===== src/hdl/pws_pkg.sv =====
`default_nettype none
package pws_pkg;

	localparam logic [15:0] LIMIT_RESET = 16'd200;

	typedef enum logic {
		CMD_FRAME = 1'b0,
		CMD_END   = 1'b1
	} cmd_kind_t;

	typedef struct packed {
		cmd_kind_t          kind;
		logic signed [15:0] x;
		logic signed [15:0] y;
		logic signed [15:0] z;
		logic [2:0]         present;
		logic [15:0]        tag;
	} cmd_t;

	typedef struct packed {
		logic [15:0]        tag;
		logic [2:0]         present;
		logic signed [15:0] z;
		logic signed [15:0] y;
		logic signed [15:0] x;
	} entry_t;

	typedef struct packed {
		logic idle;
		logic steady;
		logic cnt_steady;
		logic cnt_ok;
	} back_status_t;

endpackage
`default_nettype wire


===== src/hdl/pws_front.sv =====
`default_nettype none
module pws_front import pws_pkg::*; (
	input  wire logic        clk,
	input  wire logic        arst_n,
	input  wire logic        in_valid,
	output logic             in_stall,
	input  wire logic        op,
	input  wire logic [15:0] x_pos,
	input  wire logic [15:0] y_pos,
	input  wire logic [15:0] z_pos,
	input  wire logic        x_present,
	input  wire logic        y_present,
	input  wire logic        z_present,
	input  wire logic [15:0] frame_tag,
	output logic             cmd_valid,
	output cmd_t             cmd,
	input  wire logic        cmd_pop
);

	cmd_t       ent_q [2];
	logic       wr_q;
	logic       rd_q;
	logic [1:0] fill_q;
	logic       push;
	cmd_t       incoming;

	assign in_stall  = (fill_q == 2'd2);
	assign push      = in_valid && !in_stall;
	assign cmd_valid = (fill_q != 2'd0);
	assign cmd       = ent_q[rd_q];

	always_comb begin
		incoming.kind    = op ? CMD_END : CMD_FRAME;
		incoming.x       = x_pos;
		incoming.y       = y_pos;
		incoming.z       = z_pos;
		incoming.present = {z_present, y_present, x_present};
		incoming.tag     = frame_tag;
	end

	always_ff @(posedge clk) begin
		if (push) begin
			ent_q[wr_q] <= incoming;
		end
	end

	always_ff @(posedge clk or negedge arst_n) begin
		if (!arst_n) begin
			wr_q   <= 1'b0;
			rd_q   <= 1'b0;
			fill_q <= 2'd0;
		end else begin
			if (push) begin
				wr_q <= !wr_q;
			end
			if (cmd_pop) begin
				rd_q <= !rd_q;
			end
			fill_q <= fill_q + {1'b0, push} - {1'b0, cmd_pop};
		end
	end

endmodule
`default_nettype wire


===== config.mk =====
export PLATFORM = sky130hd
export DESIGN_NAME = pws_front
export DESIGN_NICKNAME = d
export VERILOG_FILES = /design/src/hdl/pws_pkg.sv /design/src/hdl/pws_front.sv
export SDC_FILE = /design/constraint.sdc
export NUM_CORES = 1
export LEC_CHECK = 0
export ABC_AREA = 0
export BUFFER_PORTS_ARGS = -buffer_cell sky130_fd_sc_hd__buf_4
export CORE_MARGIN = 4
export CORE_UTILIZATION = 39
export CTS_BUF_LIST = sky130_fd_sc_hd__clkbuf_16
export CTS_CLUSTER_SIZE = 14
export DETAILED_ROUTE_END_ITERATION = 8
export PLACE_DENSITY = 0.73
export SKIP_LAST_GASP = 1
export SLEW_MARGIN = 20
export SYNTH_ARGS = -nofsm -noshare
export SYNTH_HDL_FRONTEND = slang
export SYNTH_SLANG_ARGS = --single-unit

===== constraint.sdc =====
create_clock -name clk -period 10.25 [get_ports clk]
set_input_delay 1.025 -clock clk [delete_from_list [all_inputs] [get_ports clk]]
set_output_delay 1.025 -clock clk [all_outputs]
set_load 0.02 [all_outputs]

# After elaboration in Yosys (flattened, before gate mapping)
# Memory sizes are Yosys's and may differ from the RTL's.
# Cells that the tools add are included.
[totals]
ff_bits = 4
mem_bits_rw = 136
in_bits = 72
out_inout_bits = 70
word_cells = 15
memories = 1
[mem_list]
columns = ["memory", "depth", "width", "read_ports", "rd_clocked_by_memory_dff", "wr", "line", "text"]
rows = [
  ["ent_q", 2, 68, 1, 0, 1, "pws_front.sv:20", "cmd_t ent_q [2];"],
]
[classes]
add_sub_neg = 2
n_eq_ne = 1
muxes = 3
n_reduce_logical = 5
[ops]
columns = ["op", "count"]
rows = [
  ["1-bit zero test", 3],
  ["1-bit 2-to-1 mux", 3],
  ["2-bit by 1-bit adder with 2-bit output", 1],
  ["2-bit == test (second input constant)", 1],
  ["2-bit nonzero test", 1],
  ["2-bit by 1-bit subtractor with 2-bit output", 1],
  ["1-bit logical AND", 1],
]

# Depth between registers and ports, before layout
[logic_depth]
ltp_word = 5
depth_mapped = 7
mapped_depth_nobuf = 7

# Worst setup path before layout
# OpenSTA, ideal clock, no wires.
[synth_timing]
kind = "input-to-reg"
from = "input in_valid"
to = "memory ent_q[0][0] (netlist bit), enable pin"
setup_ns = 0.494
arrival_time_ns = 3.960
t_required_ns = 9.756
setup_slack_ns = 5.796
stages = 2
path_buffers = 0
path_cell_list = "nand2_1 > nor2_1"
[synth_via]
elab_chain_cells = 3
[synth_rtl]
columns = ["element", "line", "text"]
rows = [
  ["from (decl)", "pws_front.sv:5", "input wire logic in_valid,"],
  ["1-bit logical AND", "pws_front.sv:28", "assign push = in_valid && !in_stall;"],
  ["1-bit 2-to-1 mux", "pws_front.sv:42", "if (push) begin"],
  ["1-bit 2-to-1 mux (implied by the code)", "pws_front.sv:43", "ent_q[wr_q] <= incoming;"],
  ["to (decl)", "pws_front.sv:20", ""],
]
# No other way between the ends.

==> summary.md <==
| Metric | Value |
|---|---|
| Max cap viols | `0` |
| Final instance area | `7080 um2` |
| Area delta synth->final | `37.7%` |
| Ports | `142` |
| Fraction of layout cells with a size suffix above 1 | `0.613` |
| Most frequent cells in the layout | `buf_4 (142), edfxtp_1 (136), mux2_2 (58)` |
| Clock buffer depth | `2` |
| RSZ-0062 raised after global routing | `no` |
| Pwr Total | `2.25 mW` |
| Hold_ws | `0.400 ns` |
| P_leak | `2.70 nW` |
| Hold crit path type | `primary input to async pin` |
| Max IR drop VDD | `0.316 mV` |
| Gp weighted congestion | `0.708` |
| Synth Instances | `229` |
| PortBufs | `141` |
| Resized Gates After CTS | `0` |
| Total Routing Usage GR | `0.130` |
| Initial antenna violation count | `0` |
| Largest net degree at the start of global routing | `70` |
| Run status | `finished clean` |
| DRC | `0` |
| DR iter-0 viols | `165` |
| Worst Tran Pin Value | `0.996 ns` |
| Post-synthesis net count | `303` |
| CP required | `9.23 ns` |
| Vias per cell | `4.59` |
| Initial core utilization | `0.403` |
| Fin util | `0.554` |
| Grt total ovfl | `0` |
| Post-Syn Area | `5140 um2` |
| Ys Warns | `0` |
| Via count | `2602` |
| Worst-path clk slew | `0.06 ns` |
| Hpwl dp | `5950 um` |
| Chip width | `123 um` |
| Finish-stage setup viols | `0` |
| Fmax | `0.317 GHz` |
| Critical Path AT | `2.12 ns` |
| CORE AREA | `12800 um2` |
| Core Rows | `41` |
| Final Hold Viols | `0` |
| Hold_buf cts | `0` |
| Die area | `15100 um2` |
| Clock Root Buffer | `clkbuf_16` |
| Setup Buffers After CTS | `0` |
| Routed len/inst | `16.6 um` |
| Number of global-route vias before repair | `2889` |
| Setup_tns | `0 ns` |
| Num CTS Buffers | `17` |
| ANT nets after route | `0` |
| Seq cells post-synth | `140` |
| Post-placement cell count | `535` |
| Detailed Route WL | `9430 um` |
| Crit Path Max Fanout | `69` |
| Synth unique cells | `16` |
| Final Max Slew Viols | `0` |
| DR pass1 iterations | `4` |
| Critical path startpoint category | `register` |
| Critical Path End Type | `primary output` |
| Worst slack at placement | `7.51 ns` |
| Final Critical Period | `3.15 ns` |
| Relative slew slack | `0.336` |
| Area after DPL | `6380 um2` |
| Sequential share of the synthesized area | `0.813` |
| Final non-filler cell total | `567` |
| Fin worst setup slack | `7.10 ns` |
| Cell Pwr Density | `317 nW/um2` |
| TritonCTS Sinks | `140` |
| Global-route wire length before repair | `14500 um` |
| Syn Area/Cell | `22.5 um2` |
| CTS tree | `built` |
| Period utilization | `0.307` |
| Commonest non-fill, non-tap cell in the layout | `buf_4` |
| CP Class | `register to primary output` |
| Clk_lat worst skew | `0.41 ns` |
| H-tree depth | `4` |
| # diodes | `0` |
| Fin Clk Skew | `0.00447 ns` |
| Die height | `123 um` |
| Nets | `456` |
-- area by class of cell --
class | count | area, um2
multi-input cells | 79 | 902
clock inverters | 15 | 277
clock buffers | 17 | 425
inverters | 2 | 7.51
fillers | 991 | 5690
repair buffers | 142 | 1070
well taps | 172 | 215
flip-flops and latches | 140 | 4190
-- per-layer routing --
layer | global-route usage | part of all wire | up-vias
li1 | - | - | 1211
met1 | 0.151 | 0.39 | 1286
met2 | 0.214 | 0.51 | 89
met3 | 0.0438 | 0.072 | 16
met4 | 0.0672 | 0.021 | 0
met5 | 0 | 0 | -
-- worst paths after layout --
| path | from | end | slack [ns] | cells past startpoint |
|---|---|---|---|---|
| worst max-delay path | rd_q$_DFFE_PN0P_ | cmd[67] | 7.10 | 2 |
| worst min-delay path | arst_n | fill_q[0]$_DFF_PN0_ | 0.40 | 1 |
| worst max register to register | fill_q[1]$_DFF_PN0_ | ent_q[0][27]$_DFFE_PP_ | 8.33 | 4 |
| worst min register to register | fill_q[0]$_DFF_PN0_ | fill_q[0]$_DFF_PN0_ | 0.52 | 1 |
| max in group asynchronous | arst_n | rd_q$_DFFE_PN0P_ | 9.74 | 1 |
| min in group clk | fill_q[0]$_DFF_PN0_ | fill_q[0]$_DFF_PN0_ | 0.52 | 1 |
-- state kept, by name, indices dropped and copies added (netlist names) --
signal	cells
ent_q	136
wr_q	1
fill_q	2
rd_q	1
-- synthesized netlist by cell type, drive strengths merged --
master | instances | area (um2)
edfxtp | 136 | 4080
mux2 | 68 | 803
buf | 8 | 62.6
dfrtp | 4 | 100
xnor2 | 3 | 26.3
ha | 2 | 25.0
inv | 2 | 7.51
and3 | 1 | 6.26
nand2 | 1 | 3.75
nand2b | 1 | 6.26
nor2 | 1 | 3.75
or2 | 1 | 6.26
xor2 | 1 | 8.76
-- critical path, stage by stage, from the launching register on --
cell and delay, ns:
dfrtp_4 1.08, mux2_2 0.43, buf_4 0.16
-- cells by family after synthesis --
| family | count (synthesis) | share of synthesized area |
|---|---|---|
| buffers and inverters | 10 | 0.0136 |
| muxes | 68 | 0.156 |
| xor gates and xnor gates | 4 | 0.00681 |
| DFF | 140 | 0.813 |
| adders and majority gates | 2 | 0.00486 |
| and+or+nand+nor | 5 | 0.00511 |
-- power by group --
group,total (mW),internal (mW),switching (mW)
Clock,0.720,0.501,0.219
Sequential,0.873,0.786,0.0871
Combinational,0.655,0.322,0.333
Total,2.25,1.61,0.639
(Power assumes the default switching activity.)
